<file path="src/rtl/sobthr_pkg.sv">
// ----------------------------------------------------------------------------
// sobthr_pkg
// shared widths, register codes, reset values and pipeline types
// ----------------------------------------------------------------------------
package sobthr_pkg;

   localparam int PIXEL_W    = 8;
   localparam int THR_W      = 11;
   localparam int IMG_W_W    = 11;
   localparam int ROW_W      = 16;
   localparam int COL_OUT_W  = 10;
   localparam int CSR_IDX_W  = 2;
   localparam int CSR_DATA_W = 16;

   localparam int COLSUM_W  = PIXEL_W + 2;
   localparam int COLDIFF_W = PIXEL_W + 1;
   localparam int GRAD_W    = PIXEL_W + 3;
   localparam int SQ_W      = 2 * PIXEL_W + 4;
   localparam int MAG_W     = SQ_W + 1;
   localparam int THR_SQ_W  = 2 * THR_W;

   localparam int MIN_DIM = 3;

   localparam logic [THR_W-1:0]   THR_RESET    = 11'd70;
   localparam logic [IMG_W_W-1:0] WIDTH_RESET  = 11'd1024;
   localparam logic [ROW_W-1:0]   HEIGHT_RESET = 16'd768;

   localparam logic [PIXEL_W-1:0] EDGE_ON  = 8'd255;
   localparam logic [PIXEL_W-1:0] EDGE_OFF = 8'd0;

   typedef enum logic [CSR_IDX_W-1:0] {
      REG_EDGE_THRESHOLD = 2'd0,
      REG_IMAGE_WIDTH    = 2'd1,
      REG_IMAGE_HEIGHT   = 2'd2
   } csr_reg_type;

   typedef logic [PIXEL_W-1:0] pixel_type;

   typedef struct packed {
      pixel_type top;
      pixel_type mid;
      pixel_type bot;
   } column_type;

   typedef struct packed {
      logic [ROW_W-1:0]     row;
      logic [COL_OUT_W-1:0] col;
      logic                 last;
   } meta_type;

endpackage

</file>
<file path="src/rtl/sobthr_mag.sv">
// ----------------------------------------------------------------------------
// sobthr_mag
// gradients, squared magnitude and threshold compare, three register stages
// ----------------------------------------------------------------------------
module sobthr_mag
   import sobthr_pkg::*;
(
   input  logic                        clock,
   input  logic                        reset,
   input  logic                        advance,
   input  logic                        in_valid,
   input  meta_type                    in_meta,
   input  logic [COLSUM_W-1:0]         col_sum [3],
   input  logic signed [COLDIFF_W-1:0] col_diff [3],
   input  logic [THR_W-1:0]            threshold,
   output logic                        out_valid,
   output logic [PIXEL_W-1:0]          out_edge,
   output meta_type                    out_meta
);

   logic                       g_valid_ff;
   logic signed [GRAD_W-1:0]   gx_ff;
   logic signed [GRAD_W-1:0]   gy_ff;
   meta_type                   g_meta_ff;
   logic signed [GRAD_W-1:0]   gx_in;
   logic signed [GRAD_W-1:0]   gy_in;

   logic                       q_valid_ff;
   logic [SQ_W-1:0]            sqx_ff;
   logic [SQ_W-1:0]            sqy_ff;
   logic [THR_SQ_W-1:0]        thr_sq_ff;
   meta_type                   q_meta_ff;
   logic signed [2*GRAD_W-1:0] sqx_full;
   logic signed [2*GRAD_W-1:0] sqy_full;
   logic [THR_SQ_W-1:0]        thr_sq_in;

   logic                       o_valid_ff;
   logic [PIXEL_W-1:0]         edge_ff;
   meta_type                   o_meta_ff;
   logic [MAG_W-1:0]           mag_sum;
   logic [PIXEL_W-1:0]         edge_in;

   // left column minus right column, top row minus bottom row
   assign gx_in = $signed({1'b0, col_sum[0]}) - $signed({1'b0, col_sum[2]});
   assign gy_in = {{2{col_diff[0][COLDIFF_W-1]}}, col_diff[0]}
                + {col_diff[1][COLDIFF_W-1], col_diff[1], 1'b0}
                + {{2{col_diff[2][COLDIFF_W-1]}}, col_diff[2]};

   assign sqx_full  = gx_ff * gx_ff;
   assign sqy_full  = gy_ff * gy_ff;
   assign thr_sq_in = THR_SQ_W'(threshold) * THR_SQ_W'(threshold);

   assign mag_sum = {1'b0, sqx_ff} + {1'b0, sqy_ff};
   assign edge_in = ({1'b0, mag_sum} > thr_sq_ff) ? EDGE_ON : EDGE_OFF;

   always_ff @(posedge clock) begin
      if (reset) begin
         g_valid_ff <= 1'b0;
         q_valid_ff <= 1'b0;
         o_valid_ff <= 1'b0;
      end else if (advance) begin
         g_valid_ff <= in_valid;
         q_valid_ff <= g_valid_ff;
         o_valid_ff <= q_valid_ff;
      end
   end

   always_ff @(posedge clock) begin
      if (advance) begin
         gx_ff     <= gx_in;
         gy_ff     <= gy_in;
         g_meta_ff <= in_meta;
         sqx_ff    <= sqx_full[SQ_W-1:0];
         sqy_ff    <= sqy_full[SQ_W-1:0];
         thr_sq_ff <= thr_sq_in;
         q_meta_ff <= g_meta_ff;
         edge_ff   <= edge_in;
         o_meta_ff <= q_meta_ff;
      end
   end

   assign out_valid = o_valid_ff;
   assign out_edge  = edge_ff;
   assign out_meta  = o_meta_ff;

endmodule

</file>
<file path="config.mk">
export PLATFORM = sky130hd
export DESIGN_NAME = sobthr_mag
export DESIGN_NICKNAME = d
export VERILOG_FILES = /design/src/rtl/sobthr_pkg.sv /design/src/rtl/sobthr_mag.sv
export SDC_FILE = /design/constraint.sdc
export NUM_CORES = 1
export LEC_CHECK = 0
export BUFFER_PORTS_ARGS = -buffer_cell sky130_fd_sc_hd__buf_4
export CAP_MARGIN = 25
export CORE_ASPECT_RATIO = 1.2
export CORE_UTILIZATION = 67
export DETAILED_ROUTE_END_ITERATION = 10
export GPL_TIMING_DRIVEN = 0
export PLACE_DENSITY = 0.87
export SYNTH_ARGS = -nofsm -noshare
export SYNTH_HDL_FRONTEND = slang
export SYNTH_SLANG_ARGS = --single-unit
</file>
<file path="constraint.sdc">
create_clock -name clock -period 10.5 [get_ports clock]
set_clock_uncertainty 0.15 [all_clocks]
set_input_delay 1.575 -clock clock [delete_from_list [all_inputs] [get_ports clock]]
set_output_delay 1.575 -clock clock [all_outputs]
set_load 0.02 [all_outputs]
</file>
# Word level (Yosys, flattened, before mapping)
# Cells that the tools add are included.
word_totals:
  regBits: 176
  inputBits: 99
  output_inout_bits: 36
op_classes:
  n_addsub: 4
  mux: 1
  n_mul: 3
  n_lt_le_gt_ge: 1
ops:
  columns: ["cell", "n"]
  rows:
  - ["$mul 11x11->20", 2]
  - ["$gt 21x22->1", 1]
  - ["$mul 11x11->22", 1]
  - ["$add 20x20->21", 1]
  - ["$add 11x11->11", 1]
  - ["$add 9x10->11", 1]
  - ["$sub 10x10->11", 1]
  - ["$mux 8", 1]

# Longest topological paths before layout
depth:
  word_depth: 3
  ltp_mapped: 21
  depth_no_buf: 20

# Least setup slack after synthesis
# No wires, ideal clock.
synth_timing:
  path_type: "input to register"
  from: "input threshold[5]"
  to: "register thr_sq_ff[18], data pin"
  t_arrival_ns: 6.030
  path_stages: 20
  t_required_ns: 10.092
  slack_ns: 4.062
  path_cell_list: "clkbuf_1 nand2_1 fa_1 inv_1 fa_1 inv_1 fa_1 inv_1 fa_1 inv_1 fa_1 inv_1 ha_1 o21ai_0 nand2b_1 o41ai_2 or3_1 a211o_1 nor2b_1 xnor2_1"
synth_between:
  elab_chain_cells: 1
synth_lines:
  columns: ["item", "line_no", "source"]
  rows:
  - ["start, declared", "sobthr_mag.sv:15", "input logic [THR_W-1:0] threshold,"]
  - ["$mul 11x11->22", "sobthr_mag.sv:51", "assign thr_sq_in = THR_SQ_W'(threshold) * THR_SQ_W'(threshold);"]
  - ["named net thr_sq_in[18]", "sobthr_mag.sv:35", "logic [THR_SQ_W-1:0] thr_sq_in;"]
  - ["end signal, assigned", "sobthr_mag.sv:75", "thr_sq_ff <= thr_sq_in;"]
  - ["end, declared", "sobthr_mag.sv:31", "logic [THR_SQ_W-1:0] thr_sq_ff;"]
# The timed path passes the listed nets, and every way through them passes these cells.
# A chain may end at the register's enable or synchronous reset.

# Worst setup path in the final report
# Ends and elaborated chain as after synthesis.

==> run_results.csv <==
group,metric,value,unit
status,status,"finished with violations",
status,violations,"DRC",
global_route,grt_pass1_vias,13000,
timing,finalHoldViolations,0,
synth,yosysTopAreaCell,"fa_1",
route,wire_per_inst,15.6,um
worst_setup_path,crit_family,"adder cells",
route,vias_per_cell,5.49,
timing,slew_viol_final,0,
synth,synth-edff-count,163,
timing,setup_violations,0,
run,max_cap_violations,0,
global_route,grt_pass1_wl,58.6,mm
synth,postSynth.asyncResetShare,0,%
placed_design,place_area,19600,um^2
global_route,grt_max_degree,91,
clocking,cts_root_buf,"clkbuf_16",
timing,fin_tns_setup,0,ns
finish,final_design_area_no_fill,20200,um^2
synth,syn-num-nets,2255,
die,io_pins,135,
clocking,cts_setup_buffers,0,
clocking,numCtsBuffers,17,
route,num_vias,12000,
worst_setup_path,crit_fanout,10,
timing,slew-limit-headroom,42.2,%
finish,fin_cells,2190,
synth,syn-instance-count,1699,
clocking,clock_path_buffers,2,
worst_setup_path,critPathLaunchType,"input pin",
route,drcViolationCount,4,
worst_hold_path,min_from,"q_meta_ff[6]",
synth,syn_area,18200,um^2
clocking,clock_sink_count,166,
timing,fin_crit_sh,63.9,%
synth,netlist.area_leader.share,28.7,%
die,die_w,152,um
global_route,antenna_found_initial,0,
placed_design,dp_cells,2158,
route,routed_wirelength,34.1,mm
clocking,cts_resized,0,
synth,synth-seq-cells,166,
worst_setup_path,r2r-start,"gy_ff[2]",
synth,synth_top_flop_cell,"edfxtp_1",
timing,rsz0062_at_grt,"false",
clocking,tritoncts,"yes",
timing,layout_min_cycle_time,6.71,ns
die,die_height,183,um
synth,yosysWarnings,0,
global_route,track_usage,26.5,%
placed_design,dp_hpwl,27.7,mm
placed_design,port_buffers,123,
clocking,insertion_delay,0.44,ns
die,row_count,65,
clocking,ctsHoldBuffers,0,
finish,n_antenna_cell,0,
worst_setup_path,endpoint_kind,"register",
die,initial_utilization,68.7,%
global_route,grt_overflow,0,
die,die_area,27800,um^2
worst_setup_path,critPathArrivalTime,6.74,ns
finish,nets,2398,
finish,syn_to_final_growth,11.0,%
die,core-area,26500,um^2
clocking,htreeDepth,4,
worst_setup_path,crit_type,"input pin to register",
timing,worst_pin_slew,0.845,ns
route,firstDrtPassIters,10,
placed_design,gp_congestion,0.891,
worst_setup_path,crit_slowest_cell,"fa_1",
worst_setup_path,critical_path.cell_chain,"buf_4, clkbuf_1, nand2_1, fa_1, inv_1, fa_1, inv_1, fa_1, inv_1, fa_1, inv_1, fa_1, inv_1, ha_1, o21ai_0, nand2b_1, o41ai_2, or3_1, a211o_1, nor2b_1, xnor2_1",
route,initialDrtViolationCount,621,
synth,syn_area_per_cell,10.7,um^2
synth,synth_area_leaders,"fa_1, edfxtp_1, ha_1",
worst_setup_path,crit_start,"threshold[5]",
route,drtAntennaViolNets,0,
worst_hold_path,min-delay-path-class,"register to register",
worst_setup_path,cpPeakStageDelay,0.57,ns
timing,fmax,149,MHz
clocking,cts.reportedPaths.clkPinSlew,0.08,ns
worst_setup_path,required,10.54,ns
finish,drive_gt1_share,9.43,%
synth,yosysUniqueCellTypes,56,
worst_setup_path,critPathBufInv,7,
synth,synth.yosys.seq_area_share,27.2,%
per-stage QoR:
step	setup WS, ns	utilization [%]	hold slack (ns)
floorplan	4.06	-	0.250
global placement	3.46	73.7	0.250
detailed placement	3.37	73.9	0.255
CTS	3.82	76.3	0.264
global route	3.55	76.3	0.273
finish	3.79	76.3	0.264
final timing paths:
kind	to	slack (ns)	cells after the start
worst max register to register	sqy_ff[19]	4.14	19
worst min-delay path	out_meta[6]	0.26	0
worst max-delay path	thr_sq_ff[18]	3.79	21
worst min register to register	out_meta[6]	0.26	0
per-layer routing:
layer  GRT usage [%]  part of all wire [%]
met1            29.6                    37
met2            51.8                    56
met3            3.32                   4.1
met4            8.89                   2.6
met5               0                     0
cell families (layout without fill, tap and decap cells):
kind of cell / after synthesis / after routing / synth area share, %
adders and majority gates: 457 / 457 / 42.2
and+or+nand+nor: 338 / 338 / 9.44
DFF: 166 / 166 / 27.2
xor gates and xnor gates: 103 / 103 / 4.95
AOI/OAI and AO/OA: 184 / 184 / 6.55
buffers and inverters: 444 / 600 / 9.30
muxes: 7 / 7 / 0.392
sequential cells by signal, summed over array words and instances, names as in the netlist:
register / cells
g_meta_ff: 27
g_valid_ff: 1
gx_ff: 11
gy_ff: 11
out_edge: 1
out_meta: 27
out_valid: 1
q_meta_ff: 27
q_valid_ff: 1
sqx_ff: 19
sqy_ff: 19
thr_sq_ff: 21
layout make-up:
type                            count  area, um^2
Clock buffer                       17         425
Inverter                          406        1520
Sequential cell                   166        4950
Timing Repair Buffer              124         955
Fill cell                        1702        6290
Tap cell                          335         419
Buffer                             38         169
Clock inverter                     15         211
Multi-Input combinational cell   1089       11600
worst register-to-register path, stage by stage (launching register included):
cell	delay [ns]
edfxtp_1	0.60
clkbuf_1	0.43
nand2_1	0.24
inv_1	0.13
fa_1	0.46
fa_1	0.54
fa_1	0.47
fa_1	0.56
inv_1	0.05
fa_1	0.52
inv_1	0.04
ha_1	0.28
clkbuf_1	0.21
a21o_1	0.22
a21oi_1	0.16
o21ai_0	0.11
a21o_1	0.20
o31ai_1	0.37
o21ai_0	0.19
xnor2_1	0.16
Yosys cell counts, drive strengths merged, types with 2 or more instances:
cell type / n
o31ai: 3
nand2b: 10
o311ai: 2
a31oi: 4
nand2: 98
or4: 4
o21bai: 7
fa: 261
a21o: 30
xnor2: 76
a2111oi: 4
edfxtp: 163
a21oi: 57
nand3b: 3
and2: 78
nor2: 62
and4: 3
or2: 4
a31o: 2
and3: 7
nand3: 8
a21boi: 2
o211ai: 4
nor3: 10
nor4: 3
nor2b: 34
xor2: 27
o21a: 10
o21ai: 35
buf: 7
ha: 196
clkbuf: 31
nand4: 6
mux2i: 6
inv: 406
a211o: 3
dfxtp: 3
a211oi: 10
a311oi: 3
o22ai: 2
or3: 4
cells in the final DEF (no fill, tap or decap), types with 31 or more instances in the layout:
master and instances:
edfxtp_1 163, inv_1 406, clkbuf_1 31, o21ai_0 31, ha_1 196, xnor2_1 76, and2_1 78, fa_1 261
nor2_1 62, nand2_1 98, a21oi_1 55, buf_4 129, nor2b_1 34
Power is left out: the tool's default activity adds up to more than one toggle a clock period on the data nets, which glitch-free logic cannot reach.
