## src/rtl/sobthr_pkg.sv

```systemverilog
// ----------------------------------------------------------------------------
// sobthr_pkg
// shared widths, register codes, reset values and pipeline types
// ----------------------------------------------------------------------------
package sobthr_pkg;

   localparam int PIXEL_W    = 8;
   localparam int THR_W      = 11;
   localparam int IMG_W_W    = 11;
   localparam int ROW_W      = 16;
   localparam int COL_OUT_W  = 10;
   localparam int CSR_IDX_W  = 2;
   localparam int CSR_DATA_W = 16;

   localparam int COLSUM_W  = PIXEL_W + 2;
   localparam int COLDIFF_W = PIXEL_W + 1;
   localparam int GRAD_W    = PIXEL_W + 3;
   localparam int SQ_W      = 2 * PIXEL_W + 4;
   localparam int MAG_W     = SQ_W + 1;
   localparam int THR_SQ_W  = 2 * THR_W;

   localparam int MIN_DIM = 3;

   localparam logic [THR_W-1:0]   THR_RESET    = 11'd70;
   localparam logic [IMG_W_W-1:0] WIDTH_RESET  = 11'd1024;
   localparam logic [ROW_W-1:0]   HEIGHT_RESET = 16'd768;

   localparam logic [PIXEL_W-1:0] EDGE_ON  = 8'd255;
   localparam logic [PIXEL_W-1:0] EDGE_OFF = 8'd0;

   typedef enum logic [CSR_IDX_W-1:0] {
      REG_EDGE_THRESHOLD = 2'd0,
      REG_IMAGE_WIDTH    = 2'd1,
      REG_IMAGE_HEIGHT   = 2'd2
   } csr_reg_type;

   typedef logic [PIXEL_W-1:0] pixel_type;

   typedef struct packed {
      pixel_type top;
      pixel_type mid;
      pixel_type bot;
   } column_type;

   typedef struct packed {
      logic [ROW_W-1:0]     row;
      logic [COL_OUT_W-1:0] col;
      logic                 last;
   } meta_type;

endpackage

```

## src/rtl/sobthr_col_cell.sv

```systemverilog
// ----------------------------------------------------------------------------
// sobthr_col_cell
// one window column: holds three pixels, shifts to its neighbor, column sums
// ----------------------------------------------------------------------------
module sobthr_col_cell
   import sobthr_pkg::*;
(
   input  logic                        clock,
   input  logic                        reset,
   input  logic                        shift_en,
   input  column_type                  col_in,
   output column_type                  col_out,
   output logic [COLSUM_W-1:0]         col_sum,
   output logic signed [COLDIFF_W-1:0] col_diff
);

   column_type col_ff;
   column_type col_in_q;

   assign col_in_q = shift_en ? col_in : col_ff;

   always_ff @(posedge clock) begin
      if (reset) begin
         col_ff <= '0;
      end else begin
         col_ff <= col_in_q;
      end
   end

   assign col_out  = col_ff;
   // weights 1,2,1 down the column, and top minus bottom
   assign col_sum  = {2'b00, col_ff.top} + {1'b0, col_ff.mid, 1'b0} + {2'b00, col_ff.bot};
   assign col_diff = $signed({1'b0, col_ff.top}) - $signed({1'b0, col_ff.bot});

endmodule

```

## config.mk

```make
export PLATFORM = sky130hd
export DESIGN_NAME = sobthr_col_cell
export DESIGN_NICKNAME = d
export VERILOG_FILES = /design/src/rtl/sobthr_pkg.sv /design/src/rtl/sobthr_col_cell.sv
export SDC_FILE = /design/constraint.sdc
export NUM_CORES = 1
export LEC_CHECK = 0
export BUFFER_PORTS_ARGS = -buffer_cell sky130_fd_sc_hd__buf_2
export CAP_MARGIN = 20
export CORE_MARGIN = 3
export CORE_UTILIZATION = 47
export DETAILED_ROUTE_END_ITERATION = 12
export PLACE_DENSITY_LB_ADDON = 0.2
export SKIP_CTS_REPAIR_TIMING = 1
export SLEW_MARGIN = 10
export SYNTH_ARGS = -nofsm -noshare
export SYNTH_HDL_FRONTEND = slang
export SYNTH_SLANG_ARGS = --single-unit
```

## constraint.sdc

```tcl
create_clock -name clock -period 2.35 [get_ports clock]
set_clock_uncertainty 0.1 [all_clocks]
set_input_delay 0 -clock clock [delete_from_list [all_inputs] [get_ports clock]]
set_output_delay 0 -clock clock [all_outputs]
set_load 0.005 [all_outputs]
```

After elaboration in Yosys (flattened, before gate mapping)
Index checks and enable logic that the tools add are counted.

storage, ports and cells
  flip-flop bits (word level) = 24
  logic and storage cells = 6

operators by class
  add/sub/neg operators = 3

operators with widths
  kind                                         number
  10-bit by 8-bit adder with 10-bit output     1
  8-bit by 9-bit adder with 10-bit output      1
  8-bit by 8-bit subtractor with 9-bit output  1

Depth between registers and ports, before layout
Gate-level depths: netlist of run 1.

  depth after elaboration = 2
  gate-level depth with buffers = 9

Least setup slack after synthesis of run 1
OpenSTA, ideal clock, no wires.

  kind = flip-flop to output port
  start point = register col_ff (netlist bit col_out[1])
  end point = output col_sum[7]
  data required time = 2.250 ns
  data arrival time = 2.095 ns
  stages on the path, launching flop included = 9
  setup slack = 0.155 ns
  cell sequence = dfxtp_1 -> inv_1 -> fa_1 -> inv_1 -> ha_1 -> fa_1 -> a21oi_1 -> o21a_1 -> xnor2_1

between the ends
  longest elaborated chain between the ends = 1

ends and longest elaborated chain
  what                                      RTL line               text
  start: declaration                        sobthr_col_cell.sv:17  column_type col_ff;
  start signal: assignment                  sobthr_col_cell.sv:26  col_ff <= col_in_q;
  10-bit by 8-bit adder with 10-bit output  sobthr_col_cell.sv:32  assign col_sum = {2'b00, col_ff.top} + {1'b0, col_ff.mid, 1'b0} + {2'b00, col_ff.bot};
  end: declaration                          sobthr_col_cell.sv:13  output logic [COLSUM_W-1:0] col_sum,

No other way between the ends.

Final worst setup path of run 1
Same ends and word-level chain as after synthesis.

==> results by group, run 1 <==
Status
  – Status: complete, but fails checks
  – Failing checks: hold timing, setup timing

Finish
  – Area grow syn2layout: 47.5%
  – Share of cells above drive strength 1: 0.366
  – Most frequent cells in the layout: buf_2, nor2_1, dlygate4sd3_1
  – Nets@finish: 319
  – Inserted Diodes: 0
  – Largest register FFs: 24
  – Commonest non-fill, non-tap cell in the layout: buf_2
  – Post-Layout Cell Count: 309

Clock tree
  – CTS max path bufs: 2
  – H-tree level count: 1
  – CTS tree: built
  – Root buffer cell: clkbuf_4
  – Clock Latency Late Sink: roughly 0.32 ns
  – Sink Count: 24
  – Worst-path clk slew: roughly 0.14 ns
  – CTS buffer count: 3

Die
  – Core Footprint: 3150 sq um
  – I/O Pins: 70
  – Chip height: 64.6 microns
  – Initial Utilization: 0.512
  – Die footprint: 4170 sq um
  – Die X: between 60 and 70 microns
  – # rows: 20

Setup path
  – Worst Setup Start Kind: flip-flop
  – CP required: 2.25 ns
  – FF-to-FF Start: col_out[18]$_SDFFE_PP0P_
  – Worst EP arrival: 2.46 ns
  – Setup CP Type: reg2out
  – Critical path fanouts, max: 2
  – CP Launch Point: col_out[1]$_SDFFE_PP0P_
  – Element type at the critical path end: primary output

Yosys
  – Most used DFF post-synth: dfxtp_1
  – Seq/Total Area, Yosys: 0.298
  – Yosys warns: 0
  – FFs w/ async S/R, synth: 0
  – Synth Area per Inst: 9.61 sq um
  – Cells after Synth: between 150 and 200
  – Unique masters post-synth: 28
  – Post-synth EDFFs: 0
  – Syn_nets: 221
  – Post-Syn Area: about 1600 sq um
  – #FFs+latches synth: 24

Place
  – Port bufs: 69
  – GPL Wtd Cong: 0.751
  – Placed cells: 278
  – HPWL Detailed: about 2800 microns

STA
  – Relative slew slack: 0.519
  – RSZ-0062 raised after global routing: true
  – Tmin final: 2.56 ns
  – Final hold slack: -0.0203 ns
  – Period utilization: 1.09
  – Worst Tran Pin Value: around 0.7 ns
  – Fmax: 391 MHz
  – Endpoints failing setup: 6
  – Final worst slack: -0.208 ns
  – Slew Limit Fails: 0
  – Final hold violations: 16

Power
  – Peak VDD IR: 242 uV
  – Power Density: a little over 500 nW/um^2
  – Leak pwr: between 0.001 and 0.0015 uW

Drt
  – DRT iter0 DRCs: 57
  – Final ANT Viol Nets: 0
  – DR WL/cell: 12.8 microns
  – # DRC: 0
  – Via/cell ratio: 4.75
  – Drt pass-1 iters: 4
  – Routed wire length: 3970 microns
  – DR vias: 1,469

Worst hold path
  – HP Class: in2reg
  – Hold Startpoint: reset

Global route
  – Vias in the first global route: 1,372
  – Largest net degree at the start of global routing: 25
  – First-pass GRT wire length: 6110 microns
  – Initial antenna violation count: 0
  – Gr ovfl total: 0
  – GRT Total Usage: 0.183

Run
  – Max Cap Viol: 0
## metal layers
| metal | vias up | wire length, microns | global-route usage |
|---|---|---|---|
| met5 | - | 0 | 0 |
| met4 | 0 | 27 | 0.0607 |
| met3 | 4 | 190 | 0.0295 |
| met2 | 41 | 1960 | 0.302 |
| met1 | 671 | 1790 | 0.245 |
| li1 | 753 | - | - |
## final cells by class
| class | instances | area [sq um] |
|---|---|---|
| clock inverter | 1 | 30.0 |
| fill | 248 | 772 |
| multi-input combinational | 121 | 1090 |
| timing repair buffer | 99 | 633 |
| inverter | 17 | 63.8 |
| tap | 44 | 55.1 |
| clock buffer | 3 | 22.5 |
| sequential | 24 | 490 |
## worst max-delay path, cell delays in order, from the launching register on
cell and delay, ns:
dfxtp_2 0.36, inv_2 0.04, fa_1 0.53, inv_1 0.05, ha_2 0.19, fa_2 0.38, a21oi_2 0.17, o21a_1 0.18
xnor2_1 0.11, buf_2 0.12
## cell usage after synthesis, types with 3 or more instances
cell | count | area share
nor2_1 | 27 | 0.063
dfxtp_1 | 24 | 0.30
mux2i_1 | 24 | 0.15
ha_1 | 17 | 0.13
inv_1 | 17 | 0.040
fa_1 | 9 | 0.11
xnor2_1 | 8 | 0.043
a21oi_1 | 7 | 0.022
o21ai_0 | 4 | 0.012
buf_2 | 3 | 0.0093
o21a_1 | 3 | 0.014
## power breakdown
| part | internal [uW] | switching, uW | leakage [uW] | total, uW |
|---|---|---|---|---|
| registers | 432 | 25.9 | 0.000201 | 458 |
| clock network | 173 | 134 | 0.0000279 | 306 |
| logic | 247 | 215 | 0.00104 | 462 |
## cells by family after synthesis
family,count (synthesis),share of synthesized area
xor gates and xnor gates,10,0.0543
muxes,24,0.149
buffers and inverters,23,0.0581
AOI/OAI and AO/OA,24,0.0953
DFF,24,0.298
adders and majority gates,26,0.243
and+or+nand+nor,37,0.102
## final timing paths
path / endpoint / slack [ns] / cells past startpoint
hold reg to reg: col_out[8]$_SDFFE_PP0P_ / 0.42 / 2
hold / removal: col_out[14]$_SDFFE_PP0P_ / -0.02 / 2
setup reg to reg: col_out[18]$_SDFFE_PP0P_ / 1.05 / 3
setup / recovery: col_sum[7] / -0.21 / 9
## per-stage QoR
step | total power (uW) | worst slack, ns | setup TNS (ns) | util | instance area [sq um]
CTS | 1180 | -0.389 | -1.85 | 0.653 | 2060
finish | 1230 | -0.208 | -0.888 | 0.755 | 2380
detailed placement | 873 | -0.0124 | -0.0124 | 0.637 | 2010
floorplan | 715 | 0.155 | 0 | - | 1610
global route | 1310 | -0.357 | -1.85 | 0.755 | 2380
global placement | 869 | 0.0355 | 0 | 0.637 | 2010
Note: power is estimated with default switching activity, not from simulation.
==> run 2: changes to the inputs <==
--- a/config.mk
+++ b/config.mk
@@ -10,7 +10,7 @@
 export CORE_MARGIN = 3
 export CORE_UTILIZATION = 47
 export DETAILED_ROUTE_END_ITERATION = 12
-export PLACE_DENSITY_LB_ADDON = 0.2
+export PLACE_DENSITY = 0.79
 export SKIP_CTS_REPAIR_TIMING = 1
 export SLEW_MARGIN = 10
 export SYNTH_ARGS = -nofsm -noshare
==> results by group, run 2 (synthesis results as in run 1) <==
Die
  – Chip height: 64.6 microns (unchanged)
  – # rows: 20 (unchanged)
  – Core Footprint: 3150 sq um (unchanged)
  – Die X: 64.6 microns (unchanged)
  – Initial Utilization: 0.512 (unchanged)
  – Die footprint: 4170 sq um (unchanged)
  – I/O Pins: 70 (unchanged)

Place
  – Placed cells: 277 (-0.36%)
  – HPWL Detailed: 2940 microns (+4.7%)
  – Port bufs: 69 (unchanged)
  – GPL Wtd Cong: 0.803 (+7.0%)
  – Placed cell areas: 2000 sq um (-0.37%)

Global route
  – Initial antenna violation count: 0 (unchanged)
  – Gr ovfl total: 0 (unchanged)
  – Vias in the first global route: 1,369 (-0.22%)
  – Largest net degree at the start of global routing: 25 (unchanged)
  – First-pass GRT wire length: 6240 microns (+2.1%)
  – GRT Total Usage: 0.188 (+0.00464)

Setup path
  – R2R setup slack: 1.45 ns (+0.40 ns)
  – CP required: 2.25 ns (about the same)
  – Critical path fanouts, max: 3 (+1)
  – CP max-delay cell: fa_1
  – Worst R2R Path Depth: 3 (unchanged)
  – Crit path buf inv count: 4 (+1)
  – Critical Path Max Stage Delay: 0.53 ns (about the same)
  – Worst EP arrival: 2.48 ns (+0.02 ns)
  – Worst Setup Start Kind: flip-flop
  – Element type at the critical path end: primary output
  – Critical path's top delay family: adder cells
  – FF-to-FF End: col_out[1]$_SDFFE_PP0P_
  – CP cell instances: inv_2, fa_1, inv_1, ha_2, fa_2, a21oi_2, buf_4, o21bai_1, xor2_1, buf_2
  – FF-to-FF Start: col_out[1]$_SDFFE_PP0P_
  – Setup CP Type: reg2out

Finish
  – Cell area after layout: 2340 sq um (-1.7%)
  – Fin util: 0.742 (-0.0127)
  – Post-Layout Cell Count: 307 (-0.65%)
  – Share of cells above drive strength 1: 0.384 (+0.0180)
  – Most frequent cells in the layout: buf_2, nor2_1, mux2i_1, dlygate4sd3_1, dfxtp_1
  – Largest register FFs: 24 (unchanged)
  – Nets@finish: 318 (-0.31%)
  – Commonest non-fill, non-tap cell in the layout: buf_2
  – Area grow syn2layout: 45.0%
  – Filler cells: 254 (+2.4%)
  – Inserted Diodes: 0 (unchanged)

STA
  – Worst Tran Pin Value: 0.735 ns (+0.0142 ns)
  – RSZ-0062 raised after global routing: true
  – Final worst slack: -0.233 ns (-0.0249 ns)
  – Final hold violations: 0 (-16)
  – Slew Limit Fails: 0 (unchanged)
  – Fmax: 387 MHz (-0.96%)
  – Relative slew slack: 0.510 (-0.00947)
  – Period utilization: 1.10 (+0.0106)
  – Total Neg Setup Slack: -0.945 ns (-0.0577 ns)
  – Tmin final: 2.58 ns (+0.0249 ns)
  – Endpoints failing setup: 6 (unchanged)

Power
  – Pwr Total: 1100 uW (-11%)
  – Peak VDD IR: 544 uV (+120%)
  – Leak pwr: 0.00124 uW (-2.5%)
  – Power Density: 468 nW/um^2 (-9.2%)

Drt
  – Routed wire length: 4210 microns (+6.0%)
  – DRT iter0 DRCs: 32 (-44%)
  – Via/cell ratio: 4.90 (+3.0%)
  – # DRC: 0 (unchanged)
  – Drt pass-1 iters: 4 (unchanged)
  – DR vias: 1,504 (+2.4%)
  – Final ANT Viol Nets: 0 (unchanged)
  – DR WL/cell: 13.7 microns (+6.7%)

Clock tree
  – CTS max path bufs: 2 (unchanged)
  – CTS buffer count: 3 (unchanged)
  – Sink Count: 24 (unchanged)
  – Worst-path clk slew: 0.12 ns (-0.02 ns)
  – CTS tree: built
  – H-tree level count: 1 (unchanged)
  – Root buffer cell: clkbuf_4
  – Clock Latency Late Sink: 0.30 ns (-0.02 ns)

Worst hold path
  – HP Class: in2reg
  – Hold Startpoint: reset
  – Hold Path Depth: 2 (unchanged)
  – WHS Endpoint: col_out[14]$_SDFFE_PP0P_

Status
  – Status: complete, but fails checks
  – Failing checks: setup timing

Run
  – Max Cap Viol: 0 (unchanged)
[run 2: cell count changes in the layout (fill, tap and decap cells not counted), moves of 2 or more]
cell     previous run  this run
inv_1              16        14
dfxtp_1            18        15
inv_2               1         3
dfxtp_2             5         8
[run 2: final cells by class]
type                            instances  area, sq um  share of cell area
Clock buffer                            3         22.5             0.00962
Inverter                               17         63.8              0.0273
Multi-Input combinational cell        121         1080               0.462
Tap cell                               44         55.1              0.0235
Timing Repair Buffer                   98          623               0.266
Sequential cell                        24          494               0.211
[run 2: worst max path at each step]
stage	startpoint	end	cells after the start
after floorplan	col_out[1]$_SDFFE_PP0P_	col_sum[7]	8
after global placement	col_out[1]$_SDFFE_PP0P_	col_sum[7]	9
after detailed placement	col_out[1]$_SDFFE_PP0P_	col_sum[7]	9
after CTS	col_out[1]$_SDFFE_PP0P_	col_sum[7]	9
after global routing	col_out[8]$_SDFFE_PP0P_	col_sum[7]	9
final	col_out[8]$_SDFFE_PP0P_	col_sum[5]	10
[run 2: power by group]
part	leakage (uW)	total (uW)	internal (uW)	switching, uW
combinational	0.00103	456	246	209
sequential	0.000202	462	433	29.6
clock	0.0000138	177	59.8	117
[run 2: metrics by stage]
step | hold WS, ns | worst slack (ns)
floorplan | -0.0276 | 0.155
global placement | 0.131 | 0.0361
detailed placement | 0.140 | -0.0327
CTS | -0.189 | -0.397
global route | 0.0105 | -0.374
finish | 0.0118 | -0.233
[run 2: worst register-to-register path, stage by stage, from the launching register on]
cell	delay, ns
dfxtp_2	0.36
buf_4	0.14
mux2i_1	0.12
nor2_1	0.06
[run 2: per-layer routing]
metal / vias up / track usage / wire (microns)
met5: - / 0 / 0
met4: 0 / 0.0158 / 10
met3: 2 / 0.0433 / 226
met2: 51 / 0.339 / 2240
met1: 695 / 0.236 / 1730
li1: 756 / - / -
==> run 3: changes to the inputs <==
--- a/config.mk
+++ b/config.mk
@@ -11,6 +11,7 @@
 export CORE_UTILIZATION = 47
 export DETAILED_ROUTE_END_ITERATION = 12
 export PLACE_DENSITY = 0.79
+export RECOVER_POWER = 50
 export SKIP_CTS_REPAIR_TIMING = 1
 export SLEW_MARGIN = 10
 export SYNTH_ARGS = -nofsm -noshare
==> results by group, run 3 (synthesis results as in run 1) <==
Status
  – Status: complete, but fails checks
  – Failing checks: capacitance limit, slew limit, setup timing

STA
  – Fmax: 387 MHz (unchanged)
  – Slew Limit Fails: 25 (+25)
  – Endpoints failing setup: 6 (unchanged)
  – RSZ-0062 raised after global routing: true
  – Final worst slack: -0.233 ns (unchanged)
  – Tmin final: 2.58 ns (unchanged)
  – Relative slew slack: -0.178 (-0.688)
  – Period utilization: 1.10 (unchanged)
  – Final hold slack: 0.0118 ns (+0.000000100 ns)
  – Final hold violations: 0 (unchanged)
  – Worst Tran Pin Value: 1.77 ns (+1.03 ns)

Setup path
  – Setup CP Type: reg2out
  – Element type at the critical path end: primary output
  – Worst Setup Start Kind: flip-flop
  – CP required: 2.25 ns (about the same)
  – Worst EP arrival: 2.48 ns (about the same)
  – Critical path fanouts, max: 3 (unchanged)

Power
  – Combinational share of power: 0.417 (about the same)
  – NetSw: 356 uW (about the same)
  – Power Density: 469 nW/um^2 (+0.21%)
  – Peak VDD IR: 546 uV (+0.31%)
  – Switching share of total power: 0.325 (-0.000482)
  – Clock group share of total power: 0.161 (about the same)
  – Share of power burned in registers: 0.421 (about the same)
  – Leak pwr: 0.00124 uW (-0.22%)
  – Pwr Total: 1100 uW (+0.15%)
  – Cell Int Power: 741 uW (+0.23%)

Global route
  – GRT Total Usage: 0.188 (unchanged)
  – Initial antenna violation count: 0 (unchanged)
  – Gr ovfl total: 0 (unchanged)
  – Largest net degree at the start of global routing: 25 (unchanged)
  – First-pass GRT wire length: 6240 microns (unchanged)
  – Vias in the first global route: 1,369 (unchanged)

Place
  – Port bufs: 69 (unchanged)
  – GPL Wtd Cong: 0.803 (unchanged)
  – Placed cell areas: 2000 sq um (unchanged)
  – HPWL Detailed: 2940 microns (unchanged)

Clock tree
  – Root buffer cell: clkbuf_4
  – CTS max path bufs: 2 (unchanged)
  – Worst-path clk slew: 0.12 ns (about the same)
  – Sink Count: 24 (unchanged)
  – CTS buffer count: 3 (unchanged)
  – Clock Latency Late Sink: 0.30 ns (about the same)
  – H-tree level count: 1 (unchanged)
  – CTS tree: built

Finish
  – Filler cells: 254 (unchanged)
  – Multi-input gate area: 1080 sq um (unchanged)
  – Share of cells above drive strength 1: 0.380 (-0.00380)
  – Cell area after layout: 2340 sq um (about the same)
  – Inserted Diodes: 0 (unchanged)
  – Area grow syn2layout: 45.0% (about the same)
  – Storage element area: 494 sq um (unchanged)
  – Commonest non-fill, non-tap cell in the layout: buf_2
  – Fin util: 0.742 (about the same)
  – Most frequent cells in the layout: buf_2, nor2_1, mux2i_1, dlygate4sd3_1, dfxtp_1
  – Nets@finish: 318 (unchanged)
  – Largest register FFs: 24 (unchanged)

Drt
  – Routed wire length: 4210 microns (about the same)
  – DR vias: 1,504 (unchanged)
  – Via/cell ratio: 4.90 (unchanged)
  – Final ANT Viol Nets: 0 (unchanged)
  – Drt pass-1 iters: 4 (unchanged)
  – DR WL/cell: 13.7 microns (about the same)
  – # DRC: 0 (unchanged)
  – DRT iter0 DRCs: 32 (unchanged)

Die
  – Die footprint: 4170 sq um (unchanged)
  – Die X: 64.6 microns (unchanged)
  – I/O Pins: 70 (unchanged)
  – Initial Utilization: 0.512 (unchanged)
  – # rows: 20 (unchanged)
  – Core Footprint: 3150 sq um (unchanged)
  – Chip height: 64.6 microns (unchanged)

Run
  – Max Cap Viol: 1 (+1)

Worst hold path
  – HP Class: in2reg
==> run 3: routing by layer <==
layer	wire length, microns	track usage
met2	2240	0.339
met5	0	0
met1	1730	0.236
met3	227	0.0433
met4	10	0.0158
==> run 3: stage by stage <==
stage | setup WS [ns] | setup TNS (ns) | instances
global placement | 0.0361 | 0 | 277
detailed placement | -0.0327 | -0.0327 | 277
CTS | -0.397 | -1.60 | 280
floorplan | 0.155 | 0 | 168
finish | -0.233 | -0.945 | 307
global route | -0.374 | -1.67 | 307
==> run 3: final cells by class <==
class,instances,share of cell area
Sequential cell,24,0.211
Inverter,17,0.0273
Timing Repair Buffer,98,0.266
Tap cell,44,0.0235
Clock buffer,3,0.00963
Multi-Input combinational cell,121,0.463
==> run 3: final timing paths <==
kind	start	endpoint	slack (ns)	depth (start not counted)
setup / recovery	col_out[8]$_SDFFE_PP0P_	col_sum[5]	-0.23	10
hold / removal	reset	col_out[14]$_SDFFE_PP0P_	0.01	2
setup reg to reg	col_out[1]$_SDFFE_PP0P_	col_out[1]$_SDFFE_PP0P_	1.44	3
hold reg to reg	col_out[8]$_SDFFE_PP0P_	col_out[8]$_SDFFE_PP0P_	0.42	2
==> run 3: power by group through the flow <==
| stage | Clock [uW] | Sequential, uW | Combinational, uW |
|---|---|---|---|
| 2_1_floorplan | 0 | 467 | 248 |
| 3_3_place_gp | 0 | 468 | 396 |
| 3_5_place_dp | 0 | 469 | 405 |
| 4_1_cts | 184 | 460 | 407 |
| 5_1_grt | 201 | 467 | 514 |
| 6_report | 177 | 462 | 458 |
==> run 3: worst max-delay path, cell delays in order, from the launching register on <==
cell	delay (ns)
dfxtp_2	0.36
inv_2	0.04
fa_1	0.53
inv_1	0.05
ha_2	0.20
fa_2	0.37
a21oi_2	0.17
buf_4	0.13
o21bai_1	0.06
xor2_1	0.14
buf_2	0.13
